--- src/sv/lpht_pkg.sv ---
// ----------------------------------------------------------------------------
// lpht_pkg
// Shared types and constants for the linear probing hash table core.
// ----------------------------------------------------------------------------
`default_nettype none

package lpht_pkg;

  // default geometry
  localparam int TABLE_SIZE_DEF = 16;
  localparam int KEY_BITS_DEF   = 64;

  // fixed field widths
  localparam int HOME_BITS   = 4;
  localparam int KEY_IN_BITS = 64;

  typedef enum logic [1:0] {
    CMD_INSERT = 2'd0,
    CMD_SEARCH = 2'd1,
    CMD_DELETE = 2'd2
  } cmd_t;

  typedef enum logic [1:0] {
    ST_OK         = 2'd0,
    ST_NOT_DONE   = 2'd1,
    ST_OTHER_HOME = 2'd2
  } status_t;

  typedef enum logic [2:0] {
    S_CLEAR,
    S_IDLE,
    S_REDUCE,
    S_READ,
    S_CHECK,
    S_FINISH
  } state_t;

  // controller to datapath commands
  typedef struct packed {
    logic    load;     // capture input item
    logic    reduce;   // subtract table size from home slot
    logic    start;    // point probe at home slot
    logic    advance;  // step probe to next slot
    logic    wr_en;    // write table entry at probe slot
    logic    wr_fill;  // write key and home (else zero)
    logic    code_set; // latch result code
    status_t code;
    logic    out_load; // move result code to output register
    logic    probing;  // comparing a read slot
  } ctl_t;

  // datapath to controller status
  typedef struct packed {
    logic trivial;    // zero key or unknown command
    logic home_big;   // home slot not yet below table size
    logic match;      // read slot holds the key
    logic empty;      // read slot is empty
    logic count_last; // last slot of the ring
    logic slot_last;  // probe pointer at highest slot
    logic home_ok;    // first probe or recorded home equal
    cmd_t cmd;
    logic out_busy;   // output register holds an untaken result
  } sts_t;

endpackage

`default_nettype wire

--- src/sv/lpht_ram.sv ---
// ----------------------------------------------------------------------------
// lpht_ram
// Generic simple dual port RAM, one write and one registered read port.
// ----------------------------------------------------------------------------
`default_nettype none

module lpht_ram #(
  parameter int WIDTH = 8,
  parameter int DEPTH = 16
) (
  input  wire logic                     clk,
  input  wire logic                     we,
  input  wire logic [$clog2(DEPTH)-1:0] waddr,
  input  wire logic [WIDTH-1:0]         wdata,
  input  wire logic [$clog2(DEPTH)-1:0] raddr,
  output logic      [WIDTH-1:0]         rdata
);

  logic [WIDTH-1:0] mem [DEPTH];

  // write port and registered read
  always_ff @(posedge clk) begin
    if (we) begin
      mem[waddr] <= wdata;
    end
    rdata <= mem[raddr];
  end

endmodule

`default_nettype wire

--- src/sv/lpht_datapath.sv ---
// ----------------------------------------------------------------------------
// lpht_datapath
// Item registers, probe pointer, slot table and result register.
// ----------------------------------------------------------------------------
`default_nettype none

module lpht_datapath #(
  parameter int TABLE_SIZE = lpht_pkg::TABLE_SIZE_DEF,
  parameter int KEY_BITS   = lpht_pkg::KEY_BITS_DEF
) (
  input  wire logic                              clk,
  input  wire logic                              rst,
  input  wire logic [1:0]                        cmd,
  input  wire logic [lpht_pkg::KEY_IN_BITS-1:0]  key,
  input  wire logic [lpht_pkg::HOME_BITS-1:0]    home_slot,
  input  wire logic                              out_ready,
  output logic                                   out_valid,
  output logic      [1:0]                        status,
  input  wire lpht_pkg::ctl_t                    ctl,
  output lpht_pkg::sts_t                         sts
);

  localparam int SLOT_W = $clog2(TABLE_SIZE);
  localparam int ENT_W  = KEY_BITS + SLOT_W;
  localparam logic [SLOT_W-1:0] SLOT_MAX = SLOT_W'(TABLE_SIZE - 1);
  localparam logic [lpht_pkg::HOME_BITS-1:0] SIZE_LOW = lpht_pkg::HOME_BITS'(TABLE_SIZE);

  lpht_pkg::cmd_t                   cmd_r;
  logic [KEY_BITS-1:0]              key_r;
  logic [lpht_pkg::HOME_BITS-1:0]   home_r;
  logic [SLOT_W-1:0]                slot;
  logic [SLOT_W-1:0]                slot_next;
  logic [SLOT_W-1:0]                count;
  logic [SLOT_W-1:0]                home_idx;
  lpht_pkg::status_t                code;
  logic [SLOT_W-1:0]                raddr;
  logic [ENT_W-1:0]                 wdata;
  logic [ENT_W-1:0]                 rdata;
  logic [KEY_BITS-1:0]              rd_key;
  logic [SLOT_W-1:0]                rd_home;

  assign home_idx  = SLOT_W'(home_r);
  assign slot_next = (slot == SLOT_MAX) ? '0 : slot + 1'b1;

  // item capture and home slot reduction
  always_ff @(posedge clk) begin
    if (ctl.load) begin
      cmd_r  <= lpht_pkg::cmd_t'(cmd);
      key_r  <= key[KEY_BITS-1:0];
      home_r <= home_slot;
    end else if (ctl.reduce) begin
      home_r <= home_r - SIZE_LOW;
    end
  end

  // probe pointer, also sweeps the table after reset
  always_ff @(posedge clk) begin
    if (rst) begin
      slot  <= '0;
      count <= '0;
    end else if (ctl.start) begin
      slot  <= home_idx;
      count <= '0;
    end else if (ctl.advance) begin
      slot  <= slot_next;
      count <= count + 1'b1;
    end
  end

  // slot table, entry is recorded home over key
  assign raddr = ctl.advance ? slot_next : slot;
  assign wdata = ctl.wr_fill ? {home_idx, key_r} : '0;

  lpht_ram #(
    .WIDTH(ENT_W),
    .DEPTH(TABLE_SIZE)
  ) u_ram (
    .clk  (clk),
    .we   (ctl.wr_en),
    .waddr(slot),
    .wdata(wdata),
    .raddr(raddr),
    .rdata(rdata)
  );

  assign rd_key  = rdata[KEY_BITS-1:0];
  assign rd_home = rdata[KEY_BITS +: SLOT_W];

  // result code and output register
  always_ff @(posedge clk) begin
    if (ctl.code_set) begin
      code <= ctl.code;
    end
  end

  always_ff @(posedge clk) begin
    if (rst) begin
      out_valid <= 1'b0;
    end else if (ctl.out_load) begin
      out_valid <= 1'b1;
    end else if (out_ready) begin
      out_valid <= 1'b0;
    end
  end

  always_ff @(posedge clk) begin
    if (ctl.out_load) begin
      status <= code;
    end
  end

  // status toward the controller
  always_comb begin
    sts.trivial    = (key_r == '0) ||
                     !(cmd_r == lpht_pkg::CMD_INSERT || cmd_r == lpht_pkg::CMD_SEARCH ||
                       cmd_r == lpht_pkg::CMD_DELETE);
    sts.home_big   = (32'(home_r) >= 32'(TABLE_SIZE));
    sts.match      = (rd_key == key_r);
    sts.empty      = (rd_key == '0);
    sts.count_last = (count == SLOT_MAX);
    sts.slot_last  = (slot == SLOT_MAX);
    sts.home_ok    = (count == '0) || (rd_home == home_idx);
    sts.cmd        = cmd_r;
    sts.out_busy   = out_valid && !out_ready;
  end

endmodule

`default_nettype wire

--- src/sv/lpht_ctrl.sv ---
// ----------------------------------------------------------------------------
// lpht_ctrl
// Sequencer for table clear, home reduction, probing and result hand-off.
// ----------------------------------------------------------------------------
`default_nettype none

module lpht_ctrl (
  input  wire logic           clk,
  input  wire logic           rst,
  input  wire logic           in_valid,
  output logic                in_ready,
  input  wire lpht_pkg::sts_t sts,
  output lpht_pkg::ctl_t      ctl
);

  lpht_pkg::state_t state;
  lpht_pkg::state_t state_next;
  logic             probe_done;

  // probe ends on a match, a free slot for insert, or a full ring
  assign probe_done = sts.match || sts.count_last ||
                      (sts.cmd == lpht_pkg::CMD_INSERT && sts.empty);

  always_ff @(posedge clk) begin
    if (rst) begin
      state <= lpht_pkg::S_CLEAR;
    end else begin
      state <= state_next;
    end
  end

  // next state
  always_comb begin
    state_next = state;
    unique case (state)
      lpht_pkg::S_CLEAR: begin
        if (sts.slot_last) state_next = lpht_pkg::S_IDLE;
      end
      lpht_pkg::S_IDLE: begin
        if (in_valid) state_next = lpht_pkg::S_REDUCE;
      end
      lpht_pkg::S_REDUCE: begin
        priority if (sts.trivial) state_next = lpht_pkg::S_FINISH;
        else if (sts.home_big)   state_next = lpht_pkg::S_REDUCE;
        else                     state_next = lpht_pkg::S_READ;
      end
      lpht_pkg::S_READ: begin
        state_next = lpht_pkg::S_CHECK;
      end
      lpht_pkg::S_CHECK: begin
        if (probe_done) state_next = lpht_pkg::S_FINISH;
      end
      lpht_pkg::S_FINISH: begin
        if (!sts.out_busy) state_next = lpht_pkg::S_IDLE;
      end
      default: state_next = lpht_pkg::S_CLEAR;
    endcase
  end

  // outputs
  always_comb begin
    ctl      = '0;
    ctl.code = lpht_pkg::ST_NOT_DONE;
    in_ready = 1'b0;
    unique case (state)
      lpht_pkg::S_CLEAR: begin
        ctl.wr_en   = 1'b1;
        ctl.advance = 1'b1;
      end
      lpht_pkg::S_IDLE: begin
        in_ready = 1'b1;
        ctl.load = in_valid;
      end
      lpht_pkg::S_REDUCE: begin
        priority if (sts.trivial) ctl.code_set = 1'b1;
        else if (sts.home_big)   ctl.reduce   = 1'b1;
        else                     ctl.start    = 1'b1;
      end
      lpht_pkg::S_READ: begin
      end
      lpht_pkg::S_CHECK: begin
        ctl.probing = 1'b1;
        unique case (sts.cmd)
          lpht_pkg::CMD_INSERT: begin
            priority if (sts.match) begin
              ctl.code_set = 1'b1;
            end else if (sts.empty) begin
              ctl.wr_en    = 1'b1;
              ctl.wr_fill  = 1'b1;
              ctl.code_set = 1'b1;
              ctl.code     = lpht_pkg::ST_OK;
            end else if (sts.count_last) begin
              ctl.code_set = 1'b1;
            end else begin
              ctl.advance = 1'b1;
            end
          end
          lpht_pkg::CMD_SEARCH: begin
            priority if (sts.match) begin
              ctl.code_set = 1'b1;
              ctl.code     = sts.home_ok ? lpht_pkg::ST_OK : lpht_pkg::ST_OTHER_HOME;
            end else if (sts.count_last) begin
              ctl.code_set = 1'b1;
            end else begin
              ctl.advance = 1'b1;
            end
          end
          lpht_pkg::CMD_DELETE: begin
            priority if (sts.match) begin
              ctl.wr_en    = 1'b1;
              ctl.code_set = 1'b1;
              ctl.code     = lpht_pkg::ST_OK;
            end else if (sts.count_last) begin
              ctl.code_set = 1'b1;
            end else begin
              ctl.advance = 1'b1;
            end
          end
          default: begin
            ctl.code_set = 1'b1;
          end
        endcase
      end
      lpht_pkg::S_FINISH: begin
        ctl.out_load = !sts.out_busy;
      end
      default: begin
      end
    endcase
  end

endmodule

`default_nettype wire

--- src/sv/linear_probe_hash_table_core.sv ---
// ----------------------------------------------------------------------------
// linear_probe_hash_table_core
// Open addressing hash table with linear probing; caller gives the home slot.
// ----------------------------------------------------------------------------
// Flow: a zero key or unknown command skips the probe and goes straight to the result;
//   otherwise TABLE_SIZE is subtracted from home_slot, one step at a time, before the probe.
// One item is taken at a time, and a new result waits while the last one waits on
//   out_ready; the probe reads one slot per cycle through the single read port.
// Reset: a clear pass writes every slot empty, with in_ready low until it ends.
`default_nettype none

module linear_probe_hash_table_core #(
  parameter int TABLE_SIZE = lpht_pkg::TABLE_SIZE_DEF,
  parameter int KEY_BITS   = lpht_pkg::KEY_BITS_DEF
) (
  input  wire logic                             clk,
  input  wire logic                             rst,
  input  wire logic                             in_valid,
  output logic                                  in_ready,
  input  wire logic [1:0]                       cmd,
  input  wire logic [lpht_pkg::KEY_IN_BITS-1:0] key,
  input  wire logic [lpht_pkg::HOME_BITS-1:0]   home_slot,
  output logic                                  out_valid,
  input  wire logic                             out_ready,
  output logic      [1:0]                       status
);

  lpht_pkg::ctl_t ctl;
  lpht_pkg::sts_t sts;

  lpht_ctrl u_ctrl (
    .clk     (clk),
    .rst     (rst),
    .in_valid(in_valid),
    .in_ready(in_ready),
    .sts     (sts),
    .ctl     (ctl)
  );

  lpht_datapath #(
    .TABLE_SIZE(TABLE_SIZE),
    .KEY_BITS  (KEY_BITS)
  ) u_dp (
    .clk      (clk),
    .rst      (rst),
    .cmd      (cmd),
    .key      (key),
    .home_slot(home_slot),
    .out_ready(out_ready),
    .out_valid(out_valid),
    .status   (status),
    .ctl      (ctl),
    .sts      (sts)
  );

  // one item in flight: no transfer right after a transfer
  a_one_item: assert property (@(posedge clk) disable iff (rst)
    in_valid && in_ready |=> !in_ready)
    else $error("input taken while an item is in flight");

  // a nonzero key cannot both match and look empty
  a_match_empty: assert property (@(posedge clk) disable iff (rst)
    ctl.probing |-> !(sts.match && sts.empty))
    else $error("probe saw match and empty together");

  // a new result never overwrites one still waiting
  a_no_overrun: assert property (@(posedge clk) disable iff (rst)
    ctl.out_load |-> (!out_valid || out_ready))
    else $error("result loaded over an untaken result");

endmodule

`default_nettype wire
--- config.mk ---
export PLATFORM = sky130hd
export DESIGN_NAME = linear_probe_hash_table_core
export DESIGN_NICKNAME = d
export VERILOG_FILES = /design/src/sv/lpht_pkg.sv /design/src/sv/lpht_ram.sv /design/src/sv/lpht_datapath.sv /design/src/sv/lpht_ctrl.sv /design/src/sv/linear_probe_hash_table_core.sv
export SDC_FILE = /design/constraint.sdc
export NUM_CORES = 1
export LEC_CHECK = 0
export CAP_MARGIN = 25
export CORE_ASPECT_RATIO = 1.1
export CORE_MARGIN = 2
export CORE_UTILIZATION = 51
export CTS_CLUSTER_SIZE = 28
export DETAILED_ROUTE_END_ITERATION = 12
export DONT_BUFFER_PORTS = 1
export PLACE_DENSITY = 0.71
export REMOVE_ABC_BUFFERS = 1
export SLEW_MARGIN = 20
export SYNTH_ARGS = -nofsm -noshare
export SYNTH_HDL_FRONTEND = slang
export SYNTH_SLANG_ARGS = --single-unit
--- constraint.sdc ---
create_clock -name clk -period 7.6 [get_ports clk]
set_input_delay 0.76 -clock clk [delete_from_list [all_inputs] [get_ports clk]]
set_output_delay 0.76 -clock clk [all_outputs]
set_load 0.05 [all_outputs]
==> results.py <==
metrics = {
    "sta": {
        "max_slew.worst_pin.slew_ns": 1.07,
        "fin_hold_ws_ns": 0.143,
        "fin_crit_sh_pct": 71.2,
        "layout_min_cycle_time_ns": 5.41,
        "timing.final.hold_violations": 0,
        "final-max-slew-violation-count": 0,
        "final.setup_skew_ns": 0.0379,
        "max-slew-margin-rel_pct": 28.4,
        "max_freq_mhz": 185,
        "grt_setup_unrepaired": "no",
        "setup_viol": 0,
        "final_critical_path_setup_slack_ns": 2.19,
    },
    "die": {
        "floorplan.die_area_mm2": 0.0978,
        "chipHeight_um": 328,
        "die_width_um": 298,
        "initial_core_util_pct": 51.5,
        "num_io_pins": 78,
        "coreArea_mm2": 0.0943,
        "floorplan.rows": 118,
    },
    "grt": {
        "maximum_number_of_pins_on_one_net_before_global_route_repair": 172,
        "grt_use_met1_pct": 34.7,
        "grt.overflow.total": 0,
        "gr-usage-all-layers_pct": 26.1,
        "global_route.usage.met3_pct": 4.76,
        "grt_antenna_before_repair": 22,
        "grt_first_pass_wirelength_um": 185000,
        "globalRouteMet2Util_pct": 42.4,
        "grt_busiest_layer": "met2",
        "first_global_vias": 27500,
    },
    "pwr": {
        "power.ir.vdd_worst_v": 0.000289,
        "power_density_mw_per_mm2": 291,
        "power_w": 0.0157,
        "power_leakage_nw": 18.5,
    },
    "yosys": {
        "synthDistinctLibCells": 68,
        "syn_inst": 3112,
        "synth_sequential_area_ratio_pct": 75.1,
        "postSynthRegisterBits": 1242,
        "yosys_warnings": 0,
        "ys_async_rst_share_pct": 0,
        "avgSynthCellArea_um2": 15.6,
        "syn_area_mm2": 0.0486,
        "synth-edff-count": 1162,
        "synth.top_cell.area_share_pct": 71.8,
        "synth_area_leader_cell": "edfxtp_1",
        "yosys_most_used_dff": "edfxtp_1",
        "area_contributors_post_synth": "edfxtp_1 72%, nand2_1 5.0%, mux2i_1 3.3%",
    },
    "placed_design": {
        "placed_cell_area_mm2": 0.0500,
        "place_worst_setup_slack_ns": 2.18,
        "port-buffer-count": 0,
        "place.gp.congestion": 0.900,
        "hpwl_after_detailed_placement_um": 71300,
    },
    "worst_setup_path": {
        "setup.worst_path.end_class": "flip-flop",
        "critPathMaxFanout": 58,
        "cp-start-kind": "flip-flop",
        "arrival_ns": 5.85,
        "path_class": "flip-flop to flip-flop",
        "timing.critical_path.required_ns": 8.04,
    },
    "flow_run": {
        "cap_violations": 0,
    },
    "clock_tree": {
        "clockBufferDepth": 3,
        "cts_inserted_buffers": 117,
        "postCtsSetupBuffers": 0,
        "clock-sinks": 1242,
        "path_clk_slew_ns": 0.06,
        "post_cts.resized_instances": 0,
        "cell_at_the_root_of_the_clock_tree": "clkbuf_16",
        "clock_network_latency_to_the_later_pin_of_the_worst_skew_pair_ns": 0.71,
        "clock_tree.htree_level_count": 3,
        "post_cts_hold_buffer_count": 0,
        "cts_tree": "built",
    },
    "min_path": {
        "worst_hold_path_type": "input port to flip-flop",
    },
    "cells_and_area": {
        "nets": 3199,
        "postLayoutCellArea_mm2": 0.0540,
        "layout.core_utilization_pct": 57.2,
        "drive_above_1_share_pct": 11.1,
        "syn_to_final_growth_pct": 11.0,
    },
    "detailed_routing": {
        "routed_wire_length_per_instance_um": 28.6,
        "route.final.wire_length_um": 128000,
        "dr.first_iter.drc_count": 3437,
        "drtPass1Iterations": 5,
        "number_of_nets_with_antenna_violations_after_routing": 0,
        "vias_per_cell": 6.21,
        "dr_total_vias": 27900,
        "route.detailed.drc": 0,
    },
    "run_status": {
        "status": "completed",
    },
}
sequential cells by signal, summed over array words and instances (netlist names):
name / count
u_dp.u_ram.mem: 1088
u_dp.u_ram.rdata: 68
u_dp.key_r: 64
u_dp.count: 4
u_dp.home_idx: 4
u_dp.slot: 4
u_ctrl.state: 3
u_dp.cmd_r: 2
u_dp.code: 2
u_dp.status: 2
u_dp.out_valid: 1
power by group:
group | switching [W] | internal [W]
Combinational | 0.00111 | 0.000535
Sequential | 0.000330 | 0.00778
Clock | 0.00251 | 0.00347
cells by family (layout without fill, tap and decap cells):
family	count (synthesis)	in the layout	share of synthesized area, %
adders and majority gates	10	10	0.257
AOI/OAI and AO/OA	280	280	4.79
buffers and inverters	187	291	2.27
xor gates and xnor gates	73	73	1.35
and+or+nand+nor	1082	1082	10.1
DFF	1242	1242	75.1
muxes	238	238	6.17
other	0	10	0
path summary, 6_finish.rpt:
path / slack (ns) / startpoint / cells past startpoint / to
max: 2.19 / u_dp.key_r[60] / 12 / u_dp.u_ram.rdata[34]
min: 0.14 / key[11] / 0 / u_dp.key_r[11]
max reg2reg: 2.19 / u_dp.key_r[60] / 12 / u_dp.u_ram.rdata[34]
min reg2reg: 0.43 / u_dp.code[0] / 0 / u_dp.status[0]
cell usage after synthesis (5+ instances only):
cell type  count
edfxtp_1    1162
nand2_1      649
mux2i_1      162
nand3_1      141
clkbuf_1      90
o211ai_1      90
dfxtp_1       80
and2_1        72
nand4_1       72
xnor2_1       66
mux4_2        46
a221o_1       45
and3_1        39
nor2_1        39
nor4_1        39
a211oi_1      37
buf_2         35
buf_6         31
mux2_2        27
a32oi_1       23
a41o_1        18
o32ai_1       18
a21oi_1       13
ha_1          10
inv_1         10
buf_8          8
nor3_1         8
buf_1          6
o22ai_1        6
xor2_1         6
a32o_1         5
o31ai_2        5
critical path: stages (launching register included):
cell and delay (ns):
edfxtp_1 0.50, xnor2_1 0.35, nand4_1 0.15, nor4_1 0.47
nand4_1 0.63, a31oi_4 0.51, or3_1 0.17, buf_4 0.34
and2_4 0.55, buf_12 0.36, mux4_2 0.55, nand2_1 0.08
nand4_1 0.34
cells in the final DEF, fill, tap and decap left out, types with 10 or more instances in the layout:
master        n
nor4_1       39
mux4_2       46
mux2i_1     162
dfxtp_1      80
o32ai_1      18
nand4_1      72
clkbuf_1     23
nand3_1     140
a21oi_1      12
xnor2_1      65
ha_1         10
a32oi_1      22
clkinv_2     14
bufinv_16    15
buf_12       12
a221o_1      44
a211oi_1     37
o211ai_1     90
mux2_2       27
diode_2      10
nor2_4       16
and2_1       70
clkbuf_8     10
a41o_1       18
and3_1       38
clkbuf_16   118
edfxtp_1   1162
nand2_1     649
buf_4        46
nor2_1       25
inv_1        10
clkinv_1     21
per-stage QoR:
step                      setup TNS, ns  std cells
after floorplan                 -322.90       2936
after global placement                0       4254
after detailed placement              0       4256
after CTS                             0       4476
after global routing                  0       4482
final                                 0       4486
per-layer routing:
layer | routed length, um | part of all wire [%]
met1 | 49200 | 38
met4 | 4740 | 3.7
met5 | 145 | 0.11
met2 | 61900 | 48
met3 | 12200 | 9.5
layout make-up:
| type | count | area (um2) |
|---|---|---|
| fillers | 7119 | 40400 |
| flip-flops and latches | 1242 | 36500 |
| multi-input cells | 1683 | 11200 |
| clock buffers | 151 | 3180 |
| well taps | 1260 | 1580 |
| clock inverters | 69 | 792 |
| repair buffers | 60 | 628 |
| inverters | 11 | 41.3 |
| diodes | 10 | 25.0 |
No activity file was read; power rests on OpenSTA's default activity.
